--- src/rtl/grid_maze_dfs_generator_assert.svh ---
// assertion macros shared by the maze generator rtl
// no dependencies; the including module provides i_clk and i_rst_n
`ifndef GRID_MAZE_DFS_GENERATOR_ASSERT_SVH
`define GRID_MAZE_DFS_GENERATOR_ASSERT_SVH

// plain property checked every clock outside reset
`define GMD_ASSERT(label, prop, msg) \
    label: assert property (@(posedge i_clk) disable iff (!i_rst_n) (prop)) else $error(msg);

// same-cycle implication checked every clock outside reset
`define GMD_ASSERT_IMPLIES(label, ante, cons, msg) \
    label: assert property (@(posedge i_clk) disable iff (!i_rst_n) (ante) |-> (cons)) \
        else $error(msg);

`endif

--- src/rtl/gmd_ram.sv ---
// generic simple dual-port ram, one write and one registered read port
// no dependencies
module gmd_ram #(
    parameter int WIDTH = 1,
    parameter int DEPTH = 1024,
    localparam int AW   = $clog2(DEPTH)
) (
    input  logic             i_clk,
    input  logic             i_we,
    input  logic [AW-1:0]    i_waddr,
    input  logic [WIDTH-1:0] i_wdata,
    input  logic [AW-1:0]    i_raddr,
    output logic [WIDTH-1:0] o_rdata
);

    logic [WIDTH-1:0] r_mem [DEPTH];
    logic [WIDTH-1:0] r_rdata;

    always_ff @(posedge i_clk) begin
        if (i_we) begin
            r_mem[i_waddr] <= i_wdata;
        end
        r_rdata <= r_mem[i_raddr];
    end

    assign o_rdata = r_rdata;

endmodule

--- config.mk ---
export PLATFORM = sky130hd
export DESIGN_NAME = gmd_ram
export DESIGN_NICKNAME = d
export VERILOG_FILES = /design/src/rtl/grid_maze_dfs_generator_assert.svh /design/src/rtl/gmd_ram.sv
export SDC_FILE = /design/constraint.sdc
export NUM_CORES = 1
export LEC_CHECK = 0
export BUFFER_PORTS_ARGS = -buffer_cell sky130_fd_sc_hd__buf_2
export CORE_ASPECT_RATIO = 1.75
export CORE_MARGIN = 4
export CORE_UTILIZATION = 45
export CTS_CLUSTER_DIAMETER = 60
export DETAILED_ROUTE_END_ITERATION = 6
export PLACE_DENSITY = 0.71
export SLEW_MARGIN = 25
export SYNTH_ARGS = -nofsm -noshare
export SYNTH_HDL_FRONTEND = slang
export SYNTH_SLANG_ARGS = --single-unit
--- constraint.sdc ---
create_clock -name i_clk -period 2.95 [get_ports i_clk]
set_input_delay 0.4425 -clock i_clk [delete_from_list [all_inputs] [get_ports i_clk]]
set_output_delay 0.4425 -clock i_clk [all_outputs]
set_load 0.05 [all_outputs]
Word-level counts from Yosys, hierarchy flattened

Memory sizes are Yosys's and may differ from the RTL's. A register that Yosys moved wholly into a read port is not among the register bits.
Index checks and enable logic that the tools add are counted.

Input bits: 23
Bits in registers: 0
Memories: 1
Memory bits (writable): 1024
Logic and storage cells: 3

Muxes and demuxes: 2

Memories:

| memory | depth | bits a word | read ports | clocked after Yosys merged registers in | wr ports | RTL line      | RTL |
|---|---|---|---|---|---|---|---|
| r_mem  | 1024  | 1           | 1          | 1                                       | 1        | gmd_ram.sv:16 | `logic [WIDTH-1:0] r_mem [DEPTH];` |

Operators by type and width:

| kind             | count |
|---|---|
| 2-to-1 mux 1 bit | 2 |

Logic depth before layout (Yosys ltp)

Gate-level depths: netlist (run 1).

Word-level depth: 2
Depth in mapped cells: 15
Depth with buffers taken out: 8

Worst setup path before layout (run 1)

OpenSTA, ideal clock, no wires.

Path type: input to register
Start point: input port i_raddr[0]
End point: register r_rdata, in the netlist o_rdata, read port of r_mem
Arrival time: 2.579 ns
Data required time: 2.813 ns
Cell stages on the path: 10
Setup time: 0.137 ns
Setup slack: 0.234 ns
Path through: buf_6 > buf_12 > buf_12 > buf_2 > mux4_2 > mux4_2 > a211oi_1 > nor2_1 > o311ai_1 > o2111ai_1

RTL lines:

| element            | RTL line      | RTL |
|---|---|---|
| start: declaration | gmd_ram.sv:12 | `input logic [AW-1:0] i_raddr,` |
| end: declaration   | gmd_ram.sv:17 | `logic [WIDTH-1:0] r_rdata;` |

==> results.json, run 1 <==
{
  "status": "completed",
  "cp-start-kind": "flip-flop",
  "muxShareOfSynthArea_pct": 13.7,
  "tns_ns": 0,
  "timing.hold.ws_ns": 0.205,
  "synthCells": 3112,
  "dieArea_um2": 105000,
  "synth_cell_type_count": 56,
  "cts-root-buf": "clkbuf_16",
  "yosysWarningCount": 0,
  "gp_routability_congestion": 0.864,
  "fillers": 8095,
  "core_um2": 98300,
  "fmax_mhz": 349,
  "dr_total_vias": 27912,
  "route.detailed.drc": 0,
  "skew_ns": 0.0137,
  "power_switching_uw": 6210,
  "area_growth_pct": 12.5,
  "start_util_pct": 45.4,
  "cts.sinks": 1025,
  "p_leak_uw": 0.0152,
  "io_buffers": 23,
  "seqPwrFrac_pct": 55.5,
  "antenna_found_initial": 2,
  "synth_ff_type": "edfxtp_1",
  "grt_pass1_vias": 27902,
  "h-tree-depth": 3,
  "grt_usage_pct": 24.4,
  "setup_viol": 0,
  "synth-adder-area-share_pct": 0,
  "ant_nets": 0,
  "slew_headroom_pct": 33.4,
  "ir_worst_vdd_mv": 0.607,
  "fin_crit_ns": 2.86,
  "syn_area_um2": 44700,
  "syn-num-nets": 3135,
  "drt-wirelength-per-cell_um": 28.1,
  "pwr-share-comb_pct": 6.4,
  "p_sw_share_pct": 21.5,
  "synth_top_family_by_area": "multiplexers",
  "grt_pass1_wl_mm": 185,
  "clk_latency_ns": 0.66,
  "multiInputGateArea_um2": 12600,
  "synth-compound-area-share_pct": 2.83,
  "die_x_um": 246,
  "cts_tree": "built",
  "cts_resized": 0,
  "first_pass_iters": 6,
  "slew_viol_final": 0,
  "yosysSeqAreaShare_pct": 68.9,
  "ys_ff_latch": 1025,
  "via_per_inst": 6.12,
  "drtIter0Drc": 4028,
  "drv_cap": 0,
  "ff_latch_area_um2": 30800,
  "min_path_type": "input port to flip-flop",
  "grt_max_degree": 133,
  "endpoint_kind": "flip-flop",
  "drt_wl_total_mm": 128,
  "hold_buffers": 0,
  "fp-row-count": 152,
  "power_uw": 28900,
  "fin_crit_sh_pct": 97.1,
  "cts_buffers": 81,
  "power_density_nw_per_um2": 575,
  "clk_pin_slew_ns": 0.07,
  "postCtsSetupBuffers": 0,
  "ioPinCount": 24,
  "cts.path.max_buffers": 3,
  "crit_arrival_ns": 3.38,
  "dp_hpwl_mm": 75.8,
  "nNetsFinal": 3213,
  "crit_fanout": 2,
  "async_flop_share_pct": 0,
  "die_h_um": 425,
  "synth_xor_area_share_pct": 0,
  "clkPwrFrac_pct": 38.1,
  "critical_path_required_ns": 3.47,
  "drive_gt1_share_pct": 20.0,
  "synth-edff-count": 1024,
  "overflow": 0,
  "rsz0062_at_grt": "no",
  "synth-simple-area-share_pct": 11.2,
  "syn_area_per_cell_um2": 14.3,
  "worst_pin_slew_ns": 0.997,
  "path_class": "flip-flop to flip-flop",
  "hold_viol": 0,
  "internal_power_uw": 22700,
  "fin_util_pct": 51.1
}
cell usage in the layout, fill, tap and decap left out, types with 5 or more instances in the layout:
| master | instances |
|---|---|
| clkinvlp_4 | 8 |
| nor3b_1 | 8 |
| nand2b_1 | 7 |
| clkbuf_1 | 17 |
| nand2_2 | 6 |
| a22oi_1 | 17 |
| buf_12 | 35 |
| nor2b_1 | 11 |
| and2_1 | 6 |
| nor4_1 | 5 |
| nand2_1 | 80 |
| mux2i_1 | 123 |
| clkinv_1 | 13 |
| nor2_1 | 1035 |
| nand3_1 | 13 |
| nand3_2 | 24 |
| mux4_1 | 14 |
| buf_2 | 20 |
| o221ai_1 | 49 |
| a21oi_1 | 37 |
| mux4_2 | 200 |
| nor3_1 | 37 |
| edfxtp_1 | 1024 |
| clkbuf_16 | 81 |
| o22ai_1 | 28 |
| buf_4 | 240 |
| o21ai_0 | 11 |
| bufinv_16 | 10 |
| a2111oi_0 | 6 |
| clkinv_2 | 6 |
| nand4_1 | 10 |
power groups by stage:
stage | Sequential [uW] | Combinational (uW) | Clock [uW]
after floorplan | 16400 | 927 | 0
after global placement | 16300 | 1800 | 0
after detailed placement | 16300 | 1820 | 0
after CTS | 16000 | 1820 | 11100
after global routing | 16000 | 1920 | 11700
final | 16000 | 1840 | 11000
layout make-up:
| class | instances | area share (%) |
|---|---|---|
| well taps | 1309 | 3.26 |
| diodes | 2 | 0.00996 |
| inverters | 6 | 0.0448 |
| clock buffers | 98 | 4.16 |
| clock inverters | 43 | 0.989 |
| flip-flops and latches | 1025 | 61.3 |
| multi-input cells | 1778 | 25.0 |
| repair buffers | 298 | 5.27 |
synthesized netlist by cell type (3+ instances only):
cell type / n / share of area [%]
nor2_1: 1036 / 8.7
edfxtp_1: 1024 / 69
mux4_2: 200 / 10
clkbuf_1: 186 / 1.6
mux2i_1: 123 / 2.8
nand2_1: 86 / 0.72
buf_1: 57 / 0.48
o221ai_1: 49 / 0.96
a21oi_1: 37 / 0.41
nand3_1: 37 / 0.41
nor3_1: 37 / 0.41
o22ai_1: 28 / 0.39
buf_2: 19 / 0.21
buf_6: 18 / 0.45
a22oi_1: 17 / 0.29
mux4_1: 14 / 0.82
buf_4: 13 / 0.22
nor2b_1: 11 / 0.15
o21ai_0: 11 / 0.12
nand4_1: 10 / 0.14
nand2b_1: 8 / 0.11
nor3b_1: 8 / 0.13
a2111oi_0: 6 / 0.12
and2_1: 6 / 0.084
nor4_1: 5 / 0.070
a211oi_1: 4 / 0.067
a22o_1: 4 / 0.078
a31oi_1: 4 / 0.056
and3_1: 4 / 0.056
buf_8: 4 / 0.13
a311oi_1: 3 / 0.059
and3b_1: 3 / 0.059
buf_12: 3 / 0.13
clkbuf_4: 3 / 0.050
inv_1: 3 / 0.025
mux2_2: 3 / 0.076
registers in the layout (all words and copies together) (netlist names):
| signal | flops |
|---|---|
| o_rdata | 1 |
| r_mem | 1024 |
logic make-up after synthesis:
family                 count (synthesis)
buffers and inverters                309
muxes                                340
DFF                                 1025
and+or+nand+nor                     1260
AOI/OAI and AO/OA                    178
critical path, stage by stage, from the launching register on:
cell,delay [ns]
edfxtp_1,0.39
mux4_2,0.47
mux4_2,0.48
mux2i_1,0.24
o21ai_0,0.19
nor2_2,0.28
buf_4,0.16
nor3_1,0.06
buf_4,0.14
a32oi_1,0.18
o2111ai_1,0.15
path summary, 6_finish.rpt:
check,slack (ns),cells past startpoint,start,endpoint
hold / removal,0.21,2,i_raddr[6],o_rdata
setup reg to reg,0.09,10,r_mem[265],o_rdata
setup / recovery,0.09,10,r_mem[265],o_rdata
hold reg to reg,1.15,6,r_mem[210],o_rdata
stage by stage:
stage	setup slack [ns]	std cells	cell area [um2]
after floorplan	0.234	3112	44700
after global placement	-0.430	4416	47600
after detailed placement	-0.388	4416	47600
after CTS	0.0404	4557	50200
after global routing	0.0678	4558	50200
final	0.0864	4559	50200
layer usage:
| metal | vias to the layer above | wire (um) | track usage (%) |
|---|---|---|---|
| met2 | 1669 | 65300 | 42.2 |
| met4 | 0 | 9390 | 14.5 |
| met3 | 415 | 11800 | 3.88 |
| met1 | 14220 | 41400 | 28.5 |
| li1 | 11608 | - | - |
| met5 | - | 0 | 0 |
No activity file was read; power rests on OpenSTA's default activity.
==> inputs of run 2 (changes only) <==
--- a/config.mk
+++ b/config.mk
@@ -12,6 +12,7 @@
 export CTS_CLUSTER_DIAMETER = 60
 export DETAILED_ROUTE_END_ITERATION = 6
 export PLACE_DENSITY = 0.71
+export RECOVER_POWER = 100
 export SLEW_MARGIN = 25
 export SYNTH_ARGS = -nofsm -noshare
 export SYNTH_HDL_FRONTEND = slang
==> results.json, run 2 (synthesis gave the netlist of run 1 again) <==
{
  "status": "complete, but fails checks",
  "violations": "DRC, capacitance limit, slew limit",
  "dieArea_um2": 105000,
  "grt_max_degree": 133,
  "drt_wl_total_mm": 128,
  "cp-start-kind": "input port",
  "grtUsageMet3_pct": 3.88,
  "path_class": "input port to flip-flop",
  "overflow": 0,
  "min_path_type": "input port to flip-flop",
  "fmax_mhz": 346,
  "drv_cap": 12,
  "die_h_um": 425,
  "fp-row-count": 152,
  "cts_tree": "built",
  "grt_pass1_wl_mm": 185,
  "first_pass_iters": 7,
  "slew_viol_final": 380,
  "drtIter0Drc": 3854,
  "fin_util_pct": 50.7,
  "antenna_found_initial": 2,
  "drive_gt1_share_pct": 18.1,
  "crit_fanout": 29,
  "postCtsSetupBuffers": 0,
  "skew_ns": 0.0159,
  "setup_viol": 0,
  "cts.sinks": 1025,
  "fin_crit_sh_pct": 98.0,
  "dp_hpwl_mm": 75.8,
  "route.detailed.drc": 2,
  "clk_latency_ns": 0.65,
  "nNetsFinal": 3213,
  "regMostFlops": "r_mem",
  "grt_usage_pct": 24.4,
  "crit_arrival_ns": 3.24,
  "via_per_inst": 6.13,
  "grt_use_met2_pct": 42.2,
  "worst_pin_slew_ns": 1.99,
  "cts_buffers": 81,
  "largest_reg_flops": 1024,
  "final_cell_mix": "nor2_1 (1035), edfxtp_1 (1024), mux4_2 (200), buf_4 (164), mux2i_1 (123)",
  "busiest_layer": "met2",
  "power_density_nw_per_um2": 579,
  "drt-wirelength-per-cell_um": 28.1,
  "grt_pass1_vias": 27902,
  "ir_worst_vdd_mv": 0.608,
  "gp_routability_congestion": 0.864,
  "clk_pin_slew_ns": 0.07,
  "cts-root-buf": "clkbuf_16",
  "h-tree-depth": 3,
  "slew_headroom_pct": -32.9,
  "met1_usage_pct": 28.5,
  "core_um2": 98300,
  "start_util_pct": 45.4,
  "hold_viol": 0,
  "die_x_um": 246,
  "fin_crit_ns": 2.89,
  "final_common_cell": "nor2_1",
  "fin_ws_ns": 0.0588,
  "endpoint_kind": "flip-flop",
  "cts.path.max_buffers": 3,
  "ant_nets": 0,
  "rsz0062_at_grt": "no",
  "ioPinCount": 24,
  "area_growth_pct": 11.6,
  "dpl_worst_slack_ns": -0.388,
  "critical_path_required_ns": 3.30,
  "io_buffers": 23,
  "dr_total_vias": 27956,
  "p_leak_uw": 0.0150
}
[run 2: cell type report]
cell class / count / area, um2
fillers: 8191 / 48500
flip-flops and latches: 1025 / 30800
multi-input cells: 1778 / 12500
repair buffers: 298 / 2300
clock buffers: 98 / 2090
well taps: 1309 / 1640
clock inverters: 43 / 497
inverters: 6 / 22.5
diodes: 2 / 5.00
[run 2: worst paths after layout]
kind / from / to / slack [ns] / cells after the start
setup / recovery: i_waddr[1] / r_mem[197] / 0.06 / 6
hold / removal: i_raddr[6] / o_rdata / 0.21 / 2
setup reg to reg: r_mem[265] / o_rdata / 0.09 / 10
hold reg to reg: r_mem[210] / o_rdata / 1.15 / 6
[run 2: power breakdown]
part / switching [uW] / internal (uW) / total (uW) / leakage [uW]
clock: 5050 / 5950 / 11000 / 0.00123
combinational: 1140 / 662 / 1800 / 0.00454
sequential: 6.43 / 16000 / 16000 / 0.00921
total: 6200 / 22600 / 28800 / 0.0150
[run 2: per-stage QoR]
step	power (uW)	cell area, um2	TNS [ns]	hold WS, ns	instances
floorplan	17300	44700	0	0.541	3112
global placement	18100	47600	-0.430	0.849	4416
detailed placement	18200	47600	-0.388	0.855	4416
CTS	28900	50200	0	0.167	4557
global route	29600	49800	0	0.211	4558
finish	28800	49800	0	0.206	4559
[run 2: layer usage]
| layer | share of wire, % | routed length, um |
|---|---|---|
| met3 | 9.3 | 11900 |
| met1 | 32 | 41100 |
| met2 | 51 | 65500 |
| met4 | 7.5 | 9550 |
| met5 | 0 | 0 |
[run 2: critical path, cell delays in order]
cell and delay, ns:
clkbuf_1 0.25, nor2b_1 0.44, clkbuf_1 0.63, nand3_2 0.12, clkbuf_2 0.90, nor2_1 0.42
[run 2: timing repair]
item | CTS | global route
resized for setup | 0 | 1
endpoints found under the setup margin | 0 | 1
hold buffers | 0 | 0
