### src/rtl/grid_maze_dfs_generator_assert.svh
// assertion macros shared by the maze generator rtl
// no dependencies; the including module provides i_clk and i_rst_n
`ifndef GRID_MAZE_DFS_GENERATOR_ASSERT_SVH
`define GRID_MAZE_DFS_GENERATOR_ASSERT_SVH

// plain property checked every clock outside reset
`define GMD_ASSERT(label, prop, msg) \
    label: assert property (@(posedge i_clk) disable iff (!i_rst_n) (prop)) else $error(msg);

// same-cycle implication checked every clock outside reset
`define GMD_ASSERT_IMPLIES(label, ante, cons, msg) \
    label: assert property (@(posedge i_clk) disable iff (!i_rst_n) (ante) |-> (cons)) \
        else $error(msg);

`endif

### src/rtl/gmd_pkg.sv
// shared types and constants of the maze generator
// no dependencies
package gmd_pkg;

    localparam int CFG_W         = 11;
    localparam int CFG_IDX_W     = 1;
    localparam int RND_W         = 32;
    localparam int CELL_OUT_W    = 10;
    localparam int MAX_CELLS_DEF = 1024;

    // register indexes on the config port
    localparam logic [CFG_IDX_W-1:0] CFG_CELL_COUNT = 1'b0;
    localparam logic [CFG_IDX_W-1:0] CFG_GRID_WIDTH = 1'b1;

    // input commands
    localparam logic CMD_START = 1'b0;
    localparam logic CMD_STEP  = 1'b1;

    // remainder unit request and status
    typedef struct packed {
        logic start;
        logic short_op;
    } t_rem_req;

    typedef struct packed {
        logic busy;
    } t_rem_rsp;

endpackage

### src/rtl/gmd_rem.sv
// bit-serial restoring remainder unit, one dividend bit per cycle
// depends on gmd_pkg (request and status structs, widths)
module gmd_rem
    import gmd_pkg::*;
#(
    parameter int SHORT_BITS = 10
) (
    input  logic             i_clk,
    input  logic             i_rst_n,
    input  t_rem_req         i_req,
    input  logic [RND_W-1:0] i_dividend,
    input  logic [CFG_W-1:0] i_divisor,
    output t_rem_rsp         o_rsp,
    output logic [CFG_W-1:0] o_rem
);

    localparam int CNTW = $clog2(RND_W + 1);

    logic [CNTW-1:0]  r_cnt, n_cnt;
    logic [RND_W-1:0] r_dvd, n_dvd;
    logic [CFG_W-1:0] r_rem, n_rem;
    logic [CFG_W-1:0] r_dsr, n_dsr;
    logic [CFG_W:0]   w_trial;

    assign w_trial = {r_rem, r_dvd[RND_W-1]};

    always_comb begin
        n_cnt = r_cnt;
        n_dvd = r_dvd;
        n_rem = r_rem;
        n_dsr = r_dsr;
        if (i_req.start) begin
            // short mode left-aligns a narrow dividend so fewer steps are needed
            n_dvd = i_req.short_op ? (i_dividend << (RND_W - SHORT_BITS)) : i_dividend;
            n_cnt = i_req.short_op ? CNTW'(SHORT_BITS) : CNTW'(RND_W);
            n_rem = '0;
            n_dsr = i_divisor;
        end else if (r_cnt != '0) begin
            if (w_trial >= {1'b0, r_dsr}) begin
                n_rem = CFG_W'(w_trial - {1'b0, r_dsr});
            end else begin
                n_rem = w_trial[CFG_W-1:0];
            end
            n_dvd = r_dvd << 1;
            n_cnt = r_cnt - CNTW'(1);
        end
    end

    always_ff @(posedge i_clk) begin
        if (!i_rst_n) begin
            r_cnt <= '0;
        end else begin
            r_cnt <= n_cnt;
        end
    end

    always_ff @(posedge i_clk) begin
        r_dvd <= n_dvd;
        r_rem <= n_rem;
        r_dsr <= n_dsr;
    end

    assign o_rsp.busy = (r_cnt != '0);
    assign o_rem      = r_rem;

endmodule

### config.mk
export PLATFORM = sky130hd
export DESIGN_NAME = gmd_rem
export DESIGN_NICKNAME = d
export VERILOG_FILES = /design/src/rtl/grid_maze_dfs_generator_assert.svh /design/src/rtl/gmd_pkg.sv /design/src/rtl/gmd_rem.sv
export SDC_FILE = /design/constraint.sdc
export NUM_CORES = 1
export LEC_CHECK = 0
export ABC_AREA = 1
export BUFFER_PORTS_ARGS = -buffer_cell sky130_fd_sc_hd__buf_2
export CORE_ASPECT_RATIO = 0.9
export CORE_MARGIN = 3
export CORE_UTILIZATION = 40
export DETAILED_ROUTE_END_ITERATION = 16
export PLACE_DENSITY = 0.7
export SYNTH_ARGS = -nofsm -noshare
export SYNTH_HDL_FRONTEND = slang
export SYNTH_SLANG_ARGS = --single-unit
### constraint.sdc
create_clock -name i_clk -period 1.95 [get_ports i_clk]
set_input_delay 0.39 -clock i_clk [delete_from_list [all_inputs] [get_ports i_clk]]
set_output_delay 0.39 -clock i_clk [all_outputs]
set_load 0.03 [all_outputs]
# --- Word-level counts from Yosys, hierarchy flattened ---
# Cells that the tools add are included.
totals:
  output_inout_bits: 12
  in_bits: 47
  register_bits: 60
op_classes:
  reduce_logical: 2
  n_addsub: 2
  n_mux: 7
  magnitude_cmp: 1
ops:
  columns: ["cell", "n"]
  rows:
  - ["two-way mux 32 bit", 3]
  - ["two-way mux 6 bit", 3]
  - ["greater-or-equal comparator 12 x 11 -> 1 bit", 1]
  - ["two-way mux 11 bit", 1]
  - ["subtractor 11 bit", 1]
  - ["nonzero test 6 bit", 1]
  - ["subtractor 6 x 1 -> 6 bit (second input constant)", 1]
  - ["nonzero test 2 bit", 1]

# --- Longest topological paths before layout ---
# Gate-level depths: netlist of run 1.
depth:
  depth_word: 3
  ltp_mapped: 15
  ltp_nobuf: 14

# --- Worst setup path before layout of run 1 ---
# OpenSTA, ideal clock, no wires.
synth_timing:
  kind: "register -> register"
  startpoint: "register r_cnt[0]"
  endpoint: "register r_dvd[0], enable pin"
  arrival_time_ns: 1.681
  stages_incl_launch_ff: 8
  path_buffers: 0
  setup_time_ns: 0.390
  required_ns: 1.560
  slack_ns: -0.122
  cell_sequence: "dfxtp_1 inv_1 ha_1 nand2_1 nor2_2 nand3_2 nor2_2 inv_1"
synth_via:
  elab_chain_len: 2
synth_lines:
  columns: ["item", "line", "source"]
  rows:
  - ["start: declaration", "gmd_rem.sv:19", "logic [CNTW-1:0] r_cnt, n_cnt;"]
  - ["start signal: assignment", "gmd_rem.sv:53", "r_cnt <= n_cnt;"]
  - ["nonzero test 6 bit", null, null]
  - ["named net o_rsp", "gmd_rem.sv:13", "output t_rem_rsp o_rsp,"]
  - ["nonzero test 2 bit (no line)", null, null]
  - ["end signal: assignment", "gmd_rem.sv:58", "r_dvd <= n_dvd;"]
  - ["end: declaration", "gmd_rem.sv:20", "logic [RND_W-1:0] r_dvd, n_dvd;"]
# The timed path passes the listed nets, and every way through them passes these cells.
# A chain may end at the register's enable or synchronous reset.

# --- Final worst setup path of run 1 ---
layout_timing:
  startpoint: "register r_dsr[0]"
  endpoint: "register r_rem[9], in the netlist o_rem[9]"
layout_via:
  elab_chain_len: 2
  word_cells_on_any_way: 3
layout_lines:
  columns: ["item", "line", "source"]
  rows:
  - ["start: declaration", "gmd_rem.sv:22", "logic [CFG_W-1:0] r_dsr, n_dsr;"]
  - ["start signal: assignment", "gmd_rem.sv:60", "r_dsr <= n_dsr;"]
  - ["subtractor 11 bit or greater-or-equal comparator 12 x 11 -> 1 bit (tied branches)", "gmd_rem.sv:40, gmd_rem.sv:39", null]
  - ["two-way mux 11 bit *", "gmd_rem.sv:39", "if (w_trial >= {1'b0, r_dsr}) begin"]
  - ["end signal: assignment", "gmd_rem.sv:59", "r_rem <= n_rem;"]
  - ["end: declaration", "gmd_rem.sv:21", "logic [CFG_W-1:0] r_rem, n_rem;"]
# Every way passes the cells marked *; elsewhere a longest branch is shown, timed or not.

==> results of run 1 <==
worst paths after layout:
kind | start | endpoint | slack [ns] | cells after the start
worst min-delay path | i_divisor[1] | r_dsr[1]$_DFFE_PP_ | 0.23 | 1
worst max register to register | r_dsr[0]$_DFFE_PP_ | o_rem[9]$_SDFFE_PP0P_ | 0.05 | 12
worst max-delay path | r_dsr[0]$_DFFE_PP_ | o_rem[9]$_SDFFE_PP0P_ | 0.05 | 12
worst min register to register | o_rem[10]$_SDFFE_PP0P_ | o_rem[10]$_SDFFE_PP0P_ | 0.48 | 2
state kept, by name (all words and copies together) (netlist names):
register,count
r_dsr,11
r_dvd,32
o_rem,11
r_cnt,6
worst register-to-register path: stages (launching register included):
cell and delay [ns]:
edfxtp_1 0.39, ha_2 0.22, fa_2 0.37, inv_2 0.08, nand2_2 0.05, nand2_2 0.07
nand2_2 0.06, nand2_2 0.09, nand2_4 0.07, nand3_4 0.14, nand3_1 0.13, nand2_2 0.09
nand2_2 0.05
cell usage in the layout (no fill, tap or decap), drive strengths merged, types with 6 or more instances in the layout:
master  netlist  final
nor2         13     13
a21oi         8      8
o221ai       10     10
nand2       111    111
nand3        30     30
o21ai        27     27
edfxtp       43     43
xor2          6      6
ha           12     12
dfxtp        17     17
clkbuf        4     12
inv          94     94
buf          11     74
nand4        15     15
per-layer routing:
metal  part of all wire, %  wire length (um)
met1                    46              3492
met2                    45              3388
met3                   7.2               545
met4                   1.6               124
met5                     0                 0
final cells by class:
cell class              instances  area share (%)
clock inverters                 4           1.750
well taps                      99           2.987
repair buffers                 74           9.928
clock buffers                  12           3.742
multi-input cells             240           33.43
flip-flops and latches         60           39.38
inverters                      96           8.781
synth_stat cells:
| library cell | instances | area (um2) |
|---|---|---|
| a21oi_1 | 7 | 35.03 |
| a21oi_2 | 1 | 8.760 |
| buf_2 | 6 | 30.03 |
| buf_4 | 4 | 30.03 |
| buf_6 | 1 | 11.26 |
| clkbuf_1 | 4 | 15.01 |
| clkinv_1 | 2 | 7.510 |
| dfxtp_1 | 17 | 340.3 |
| edfxtp_1 | 43 | 1291 |
| fa_1 | 1 | 20.02 |
| ha_1 | 12 | 150.1 |
| inv_1 | 84 | 315.3 |
| inv_2 | 10 | 37.54 |
| nand2_1 | 108 | 405.4 |
| nand2_2 | 3 | 18.77 |
| nand3_1 | 28 | 140.1 |
| nand3_2 | 2 | 20.02 |
| nand4_1 | 15 | 93.84 |
| nor2_1 | 10 | 37.54 |
| nor2_2 | 3 | 18.77 |
| nor3_1 | 1 | 5.000 |
| nor4_1 | 2 | 12.51 |
| o21ai_1 | 27 | 135.1 |
| o221ai_1 | 2 | 17.52 |
| o221ai_2 | 8 | 120.1 |
| or2_0 | 1 | 6.260 |
| or2_1 | 1 | 6.260 |
| or2_2 | 1 | 6.260 |
| xnor2_1 | 1 | 8.760 |
| xor2_1 | 6 | 52.55 |
power by group through the flow:
stage | Combinational, uW | Clock (uW) | Sequential [uW]
after global placement | 2390 | 0 | 1920
final | 2550 | 1290 | 1910
after global routing | 2880 | 1400 | 1950
after CTS | 2480 | 1320 | 1910
after floorplan | 1650 | 0 | 2120
after detailed placement | 2450 | 0 | 1940
repair_timing:
action                     in CTS  in global routing
setup buffers                   0                  2
pin swaps                       0                  4
cloned                          0                  1
setup endpoints to repair      10                 11
gates resized for setup         2                 10
stage by stage:
stage	util [%]	hold slack, ns	power [uW]
5_1_grt	50.91	0.1902	6224
3_5_place_dp	47.39	0.4710	4382
2_1_floorplan	-	0.4514	3772
6_report	50.91	0.2284	5742
3_3_place_gp	47.39	0.4635	4317
4_1_cts	50.31	0.2067	5710
kinds of logic (layout without fill, tap and decap cells):
group / after synthesis / in the layout
buffers and inverters: 111 / 186
and+or+nand+nor: 175 / 175
xor gates and xnor gates: 7 / 7
DFF: 60 / 60
adders and majority gates: 13 / 13
AOI/OAI and AO/OA: 45 / 45
==> results.md, run 1 <==
* Final worst path period need at 1.895 ns
* Mapped Cells at 411
* Vias per cell at 4.862
* Area of the multi-input gates at 1386 um2
* Largest stage delay on the critical path at 0.39 ns
* Io pins at 59
* Vias in the first global route at 2827
* # H-tree levels at 3
* Final count of negative-setup-slack endpoints at 0
* Post-synthesis sequential area ratio at 48.03%
* CP top delay family: simple AND/OR/NAND/NOR gates
* Tightest Hold Check Type: primary input to register
* Worst path cell trace: ha_2 -> fa_2 -> inv_2 -> nand2_2 -> nand2_2 -> nand2_2 -> nand2_2 -> nand2_4 -> nand3_4 -> nand3_1 -> nand2_2 -> nand2_2
* Fin nets at 541
* CP Max Fanout at 11
* Initial antenna violation count at 0
* Fillcell total at 779
* Chip height at 93.43 um
* Drt first pass iters at 4
* RSZ-0062 raised after global routing: yes
* Logic pwr share at 44.4%
* Fin area at 4146 um2
* DIE AREA at 9636 um2
* Grt ovf at 0
* Clk_skew at 0.01202 ns
* Cell area after synthesis at 3397 um2
* WS Path Type: register to register
* Synth Area in Adders at 5.009%
* Mux contribution to synthesized area at 0%
* Share of layout cells above drive strength 1 at 26.95%
* Row Count at 31
* XOR/XNOR Fraction of Synth Area at 1.805%
* Worst EP required at 2.18 ns
* CTS max path bufs at 2
* GP Congestion at 0.9051
* Met3 Usage GRT at 7.233%
* Power Dens Cells at 1385 nW/um2
* Max Cap Viol at 0
* Worst-Margin Slew at 0.5906 ns
* Largest family of logic cells by synthesized area: simple AND/OR/NAND/NOR gates
* DP Worst Slack at -0.03186 ns
* Max Fclk at 527.7 MHz
* Root Buffer: clkbuf_8
* Starting Density at 41.71%
* Clock latency at the later pin of the worst-skew pair at 0.34 ns
* DRC viols at 0
* CP max-delay cell: edfxtp_1
* Switching share of power at 39.39%
* Post-Place Cells at 566
* Grt met1 use at 21.31%
* WP buf/inv at 1
* Startpoint Class: register
* Synthesized area per cell at 8.265 um2
* Largest net degree at the start of global routing at 38
* Final Hold Fails at 0
* P_leak at 0.002098 uW
* TritonCTS Buffers at 9
* Tcrit/Tclk final at 97.19%
* Yosys warnings at 0
* # clock sinks at 60
* Routed Antenna Nets at 0
* TritonCTS clock tree: built
* Outcome: completed
* Slew margin rel. at 60.53%
* # port buffers at 58
* Clock share of power at 22.4%
* Total area of sequential cells at 1633 um2
* Iteration-0 DRC Markers at 148
* Syn nets at 471
* Worst setup margin at 0.05484 ns
* Post-synthesis compound-gate area fraction at 9.319%
* Routed WL at 7551 um
* Slew Viols, Final at 0
* P_int at 3480 uW
* Sequential group share of total power at 33.2%
* Register bit total from synthesis at 60
* Final non-filler cell total at 585
* Via Count at 2844
* Setup TNS after final layout at 0 ns
* Post-synth cell types at 30
* Clock slew seen by the registers of the worst setup and hold paths at 0.06 ns
* Post-DP Area at 3860 um2
* Most frequent CP cell: nand2_2
* Die W at 103.1 um
* Core area at 8145 um2
* Drt wl/cell at 12.91 um
* Net Sw Power at 2262 uW
* CP arrival at 2.13 ns
* GRT Max-Usage Layer: met2
* Worst setup EP type: register
* Peak VDD IR at 629.8 uV
* Antenna Cells at 0
* Detail Placement HPWL at 5588 um
* Simple-Gate Fraction of Synth Area at 22.69%
* Area growth, synth to finish at 22.06%
* # hold bufs at CTS at 0
* GRT met2 Usage at 26.23%
* Global-route wire length before repair at 12630 um
* GR Util All Layers at 16.83%
Note: power is estimated with default switching activity, not from simulation.
==> inputs of run 2 (changes only) <==
==> constraint.sdc (replaced) <==
create_clock -name i_clk -period 1.95 [get_ports i_clk]
set_input_delay 0.39 -clock i_clk [delete_from_list [all_inputs] [get_ports i_clk]]
set_output_delay 0.39 -clock i_clk [all_outputs]
set_load 0.01 [all_outputs]
==> run 2 against run 1 <==
Net effect:
- maximum frequency is 0.18% lower
- register-to-register slack hardly changed
- first-iteration DRC count is 32% lower
- total power is 5.8% lower
- global-route usage is 0.14 points lower
- worst setup slack worse by 0.0034 ns
- clock-buffer cell count is 3 lower
- worst hold slack better by 0.0029 ns
- sequential share of layout area is 0.18 points higher
- critical endpoint is now o_rem[10]$_SDFFE_PP0P_
==> results.md, run 2 (same netlist as run 1, synthesis figures left out) <==
* Outcome: completed (unchanged)
* CP Max Fanout at 6 (was 11)
* DP Worst Slack at -0.04414 ns (was -0.03186 ns)
* Total area of sequential cells at 1632 um2 (was 1633 um2)
* # port buffers at 58 (unchanged)
* Die W at 103.1 um (unchanged)
* Slew margin rel. at 72.19% (was 60.53%)
* Via Count at 2856 (was 2844)
* Drt first pass iters at 4 (unchanged)
* # H-tree levels at 3 (unchanged)
* Io pins at 59 (unchanged)
* Clock share of power at 21.6% (was 22.4%)
* Area of the multi-input gates at 1391 um2 (was 1386 um2)
* Final non-filler cell total at 583 (was 585)
* Drt wl/cell at 12.81 um (was 12.91 um)
* WS Path Type: register to register (unchanged)
* GP Congestion at 0.9316 (was 0.9051)
* # clock sinks at 60 (unchanged)
* Startpoint Class: register (unchanged)
* Final Hold Fails at 0 (unchanged)
* Most common cell after layout, fill and taps aside: nand2_1 (unchanged)
* Final count of negative-setup-slack endpoints at 0 (unchanged)
* P_leak at 0.002091 uW (was 0.002098 uW)
* Post-DP Area at 3844 um2 (was 3860 um2)
* Fin nets at 540 (was 541)
* Vias per cell at 4.899 (was 4.862)
* DIE AREA at 9636 um2 (unchanged)
* Worst setup EP type: register (unchanged)
* Final worst path period need at 1.899 ns (was 1.895 ns)
* Power Dens Cells at 1312 nW/um2 (was 1385 nW/um2)
* Largest net degree at the start of global routing at 38 (unchanged)
* Grt ovf at 0 (unchanged)
* Root Buffer: clkbuf_8 (unchanged)
* Worst EP required at 2.23 ns (was 2.18 ns)
* Routed WL at 7469 um (was 7551 um)
* Core area at 8145 um2 (unchanged)
* CTS max path bufs at 2 (unchanged)
* Antenna Cells at 0 (unchanged)
* RSZ-0062 raised after global routing: yes (unchanged)
* Worst-Margin Slew at 0.4167 ns (was 0.5906 ns)
* DRC viols at 0 (unchanged)
* Most frequent cells in the layout: nand2_1, inv_1, buf_2, edfxtp_1 (was nand2_1, inv_1, buf_2, edfxtp_1, nand3_1)
* Tcrit/Tclk final at 97.36% (was 97.19%)
* Detail Placement HPWL at 5442 um (was 5588 um)
* Post-Place Cells at 565 (was 566)
* Clock latency at the later pin of the worst-skew pair at 0.34 ns (about the same)
* Clock slew seen by the registers of the worst setup and hold paths at 0.07 ns (was 0.06 ns)
* TritonCTS clock tree: built (unchanged)
* Max Cap Viol at 0 (unchanged)
* Routed Antenna Nets at 0 (unchanged)
* Worst setup margin at 0.05145 ns (was 0.05484 ns)
* Area growth, synth to finish at 21.40% (was 22.06%)
* Tightest Hold Check Type: primary input to register (unchanged)
* Peak VDD IR at 356.0 uV (was 629.8 uV)
* Top reg by flops: r_dvd (unchanged)
* Vias in the first global route at 2852 (was 2827)
* Switching share of power at 38.04% (was 39.39%)
* Fin area at 4124 um2 (was 4146 um2)
* GR Util All Layers at 16.69% (was 16.83%)
* TritonCTS Buffers at 9 (unchanged)
* Share of layout cells above drive strength 1 at 25.41% (was 26.95%)
* Fillcell total at 804 (was 779)
* Max reg flops at 32 (unchanged)
* P_int at 3353 uW (was 3480 uW)
* Logic pwr share at 43.0% (was 44.4%)
* Sequential group share of total power at 35.4% (was 33.2%)
* Chip height at 93.43 um (unchanged)
* Starting Density at 41.71% (unchanged)
* Clk_skew at 0.01257 ns (was 0.01202 ns)
* Setup TNS after final layout at 0 ns (unchanged)
* Initial antenna violation count at 1 (was 0)
* Max Fclk at 526.7 MHz (was 527.7 MHz)
* Global-route wire length before repair at 12530 um (was 12630 um)
* Slew Viols, Final at 0 (unchanged)
* Net Sw Power at 2059 uW (was 2262 uW)
* Iteration-0 DRC Markers at 100 (was 148)
* CP arrival at 2.18 ns (was 2.13 ns)
* Row Count at 31 (unchanged)
==> run 2: changes by cell type in the layout (fill, tap and decap cells not counted), sizes merged <==
| cell | delta |
|---|---|
| buf | -2 |
| clkbuf | -3 |
| clkinv | +3 |
| inv | -1 |
| nand3 | +1 |
==> run 2: cell type report <==
cell class | instances | share of cell area [%]
Inverter | 96 | 8.829
Sequential cell | 60 | 39.56
Clock buffer | 9 | 3.004
Clock inverter | 6 | 1.942
Multi-Input combinational cell | 241 | 33.74
Tap cell | 99 | 3.004
Timing Repair Buffer | 72 | 9.921
==> run 2: worst paths after layout <==
| path | start | slack [ns] | to | depth (start not counted) |
|---|---|---|---|---|
| min reg2reg | o_rem[8]$_SDFFE_PP0P_ | 0.49 | o_rem[8]$_SDFFE_PP0P_ | 2 |
| max | r_dsr[0]$_DFFE_PP_ | 0.05 | o_rem[10]$_SDFFE_PP0P_ | 14 |
| max reg2reg | r_dsr[0]$_DFFE_PP_ | 0.05 | o_rem[10]$_SDFFE_PP0P_ | 14 |
| min | i_divisor[8] | 0.23 | r_dsr[8]$_DFFE_PP_ | 1 |
==> run 2: power by group through the flow <==
stage / sequential [uW] / clock [uW] / combinational (uW)
after floorplan: 1950 / 0 / 1620
after global placement: 1930 / 0 / 2150
after detailed placement: 1940 / 0 / 2190
after CTS: 1920 / 1210 / 2210
after global routing: 1950 / 1290 / 2660
final: 1910 / 1170 / 2330
==> run 2: layer usage <==
layer  vias up  global-route usage, %  share of wire [%]
met3        14                  6.562                8.0
met1      1280                  20.47                 44
li1       1463                      -                  -
met4         2                  6.904                1.6
met5         -                      0              0.094
met2        97                  26.01                 46
==> run 2: what timing repair did <==
action,CTS,global route
resized for setup,2,12
endpoints found under the setup margin,11,12
hold buffers,0,0
setup buffers,0,1
pin swaps,0,5
cloned,0,2
==> run 2: stage by stage <==
stage,util [%],total power (uW),hold WS (ns)
after floorplan,-,3573,0.4392
after global placement,47.19,4079,0.4508
after detailed placement,47.19,4128,0.4740
after CTS,49.82,5343,0.2042
after global routing,50.63,5898,0.1996
final,50.63,5412,0.2313
==> run 2: critical path: stages, from the launching register on <==
cell	delay [ns]
edfxtp_1	0.39
ha_2	0.21
fa_2	0.39
inv_2	0.08
nand2_2	0.05
nand2_2	0.08
nand2_2	0.06
nand2_2	0.07
nand2_4	0.08
buf_6	0.14
nand4_1	0.06
nand2_1	0.06
inv_1	0.07
nand2_1	0.05
nand2_1	0.04
==> inputs of run 3 (changes only) <==
Settings changed: CTS_BUF_LIST set to sky130_fd_sc_hd__clkbuf_8, SETUP_SLACK_MARGIN set to 0.5.
==> run 3 against run 2 <==
Net effect:
- total power increased by 18%
- sequential share of layout area decreased by 4.8 points
- non-clock buffer count increased by 28
- cell area increased by 14%
- global-route usage increased by 2.2 points
- highest routed layer is now met4
- maximum frequency about the same
- utilization increased by 7.1 points
- final cell count increased by 5.0%
- routed wire length increased by 22%
- die area unchanged
- clock power increased by 21%
- critical path type unchanged
==> results.md, run 3 (same netlist as run 1, synthesis figures left out) <==
* Outcome: completed (unchanged)
* Slew Viols, Final at 0 (unchanged)
* Share of layout cells above drive strength 1 at 34.70% (was 25.41%)
* Routed Antenna Nets at 0 (unchanged)
* Max reg flops at 32 (unchanged)
* Initial antenna violation count at 0 (was 1)
* Max Cap Viol at 0 (unchanged)
* Area growth, synth to finish at 38.31% (was 21.40%)
* CTS max path bufs at 2 (unchanged)
* # hold bufs at CTS at 0 (unchanged)
* # clock sinks at 60 (unchanged)
* Final Util at 57.68% (was 50.63%)
* Chip height at 93.43 um (unchanged)
* Vias per cell at 5.059 (was 4.899)
* DRC viols at 0 (unchanged)
* Tightest Hold Check Type: primary input to register (unchanged)
* P_leak at 0.002365 uW (was 0.002091 uW)
* Slew margin rel. at 74.06% (was 72.19%)
* CP max-delay cell: edfxtp_1 (unchanged)
* Iteration-0 DRC Markers at 133 (was 100)
* Antenna Cells at 0 (unchanged)
* Detail Placement HPWL at 5598 um (was 5442 um)
* Core area at 8145 um2 (unchanged)
* Hold WS at 0.2173 ns (was 0.2313 ns)
* Startpoint Class: register (unchanged)
* GP Congestion at 0.9138 (was 0.9316)
* Starting Density at 41.71% (unchanged)
* Most frequent cells in the layout: nand2_1, inv_1, buf_2, edfxtp_1 (unchanged)
* Peak VDD IR at 615.0 uV (was 356.0 uV)
* Clk_skew at 0.01059 ns (was 0.01257 ns)
* Worst path cell trace: ha_2 -> fa_2 -> inv_2 -> nand2_2 -> nand2_2 -> nand2_2 -> nand2_2 -> nand2_4 -> nand3_2 -> nand3_2 -> nand3_1 -> nand2_1 (was ha_2 -> fa_2 -> inv_2 -> nand2_2 -> nand2_2 -> nand2_2 -> nand2_2 -> nand2_4 -> buf_6 -> nand4_1 -> nand2_1 -> inv_1 -> nand2_1 -> nand2_1)
* Worst EP required at 2.19 ns (was 2.23 ns)
* Routed WL at 9095 um (was 7469 um)
* RSZ-0062 raised after global routing: yes (unchanged)
* Max Fclk at 526.3 MHz (was 526.7 MHz)
* Final Hold Fails at 0 (unchanged)
* Top reg by flops: r_dvd (unchanged)
* Die W at 103.1 um (unchanged)
* TritonCTS clock tree: built (unchanged)
* Grt ovf at 0 (unchanged)
* Global-route wire length before repair at 14230 um (was 12530 um)
* Io pins at 59 (unchanged)
* Via Count at 3096 (was 2856)
* Row Count at 31 (unchanged)
* Power Dens Cells at 1358 nW/um2 (was 1312 nW/um2)
* Largest net degree at the start of global routing at 32 (was 38)
* # port buffers at 58 (unchanged)
* Worst-Margin Slew at 0.3891 ns (was 0.4167 ns)
* Final worst path period need at 1.900 ns (was 1.899 ns)
* DP Worst Slack at -0.02015 ns (was -0.04414 ns)
* DIE AREA at 9636 um2 (unchanged)
* Fin nets at 568 (was 540)
* Drt wl/cell at 14.86 um (was 12.81 um)
* WS Path Type: register to register (unchanged)
* Worst setup margin at 0.05011 ns (was 0.05145 ns)
* Tcrit/Tclk final at 97.43% (was 97.36%)
* Final Power at 6381 uW (was 5412 uW)
* Vias in the first global route at 3122 (was 2852)
* TritonCTS Buffers at 9 (unchanged)
* Worst setup EP type: register (unchanged)
* Root Buffer: clkbuf_8 (unchanged)
* Drt first pass iters at 4 (unchanged)
* Setup TNS after final layout at 0 ns (unchanged)
* Most common cell after layout, fill and taps aside: nand2_1 (unchanged)
* Worst R2R Setup Slack at 0.05 ns (about the same)
* # H-tree levels at 3 (unchanged)
* Clock latency at the later pin of the worst-skew pair at 0.34 ns (about the same)
* CP arrival at 2.14 ns (was 2.18 ns)
* Largest stage delay on the critical path at 0.38 ns (was 0.39 ns)
* GR Util All Layers at 18.87% (was 16.69%)
* Most frequent CP cell: nand2_2 (unchanged)
* CP Max Fanout at 5 (was 6)
* Final count of negative-setup-slack endpoints at 0 (unchanged)
* Clock slew seen by the registers of the worst setup and hold paths at 0.08 ns (was 0.07 ns)
## run 3: cell count changes in the layout (fill, tap and decap cells not counted), moves of 4 or more
cell | previous run | this run
buf_4 | 11 | 26
nand3_1 | 27 | 20
nand2_1 | 105 | 99
nand3_2 | 2 | 9
buf_6 | 1 | 6
nand2_2 | 4 | 8
## run 3: path summary, 6_finish.rpt
check	depth (start not counted)	endpoint	startpoint
max reg2reg	12	o_rem[6]$_SDFFE_PP0P_	r_dsr[0]$_DFFE_PP_
min reg2reg	2	r_cnt[0]$_SDFFE_PN0P_	r_cnt[0]$_SDFFE_PN0P_
max	12	o_rem[6]$_SDFFE_PP0P_	r_dsr[0]$_DFFE_PP_
min	1	r_dsr[4]$_DFFE_PP_	i_divisor[4]
## run 3: final cells by class
class	count	area [um2]
Clock buffer	9	123.9
Clock inverter	7	123.9
Fill cell	711	3447
Inverter	96	364.1
Multi-Input combinational cell	241	1515
Sequential cell	60	1634
Tap cell	99	123.9
Timing Repair Buffer	100	813.3
## run 3: where the power goes
| part | switching [uW] | total (uW) | internal, uW |
|---|---|---|---|
| Sequential | 188 | 1930 | 1740 |
| Clock | 549 | 1410 | 857 |
| Combinational | 1740 | 3040 | 1300 |
## run 3: metrics by stage
stage               instance area [um2]  instances
floorplan                          3472        411
global placement                   3879        564
detailed placement                 3879        564
CTS                                4491        603
global route                       4698        612
finish                             4698        612
## run 3: layer usage
metal,global-route usage (%),wire (um),vias to the layer above
li1,-,-,1518
met1,23.46,3839,1440
met5,0,0,-
met4,6.365,218,0
met2,30.77,4413,112
met3,6.040,624,26
## run 3: what timing repair did
item / 4_1_cts / 5_1_grt
setup buffers: 17 / 5
endpoints found under the setup margin: 47 / 47
pin swaps: 15 / 6
resized for setup: 24 / 18
gates cloned: 6 / 4
## run 3: worst max-delay path: cells and delay by family (launching register included)
family | cells | cell delay, ns
adder cells (fa/ha/maj) | 2 | 0.56
buffers and inverters | 1 | 0.08
flip-flops | 1 | 0.38
AND/OR/NAND/NOR | 9 | 0.78
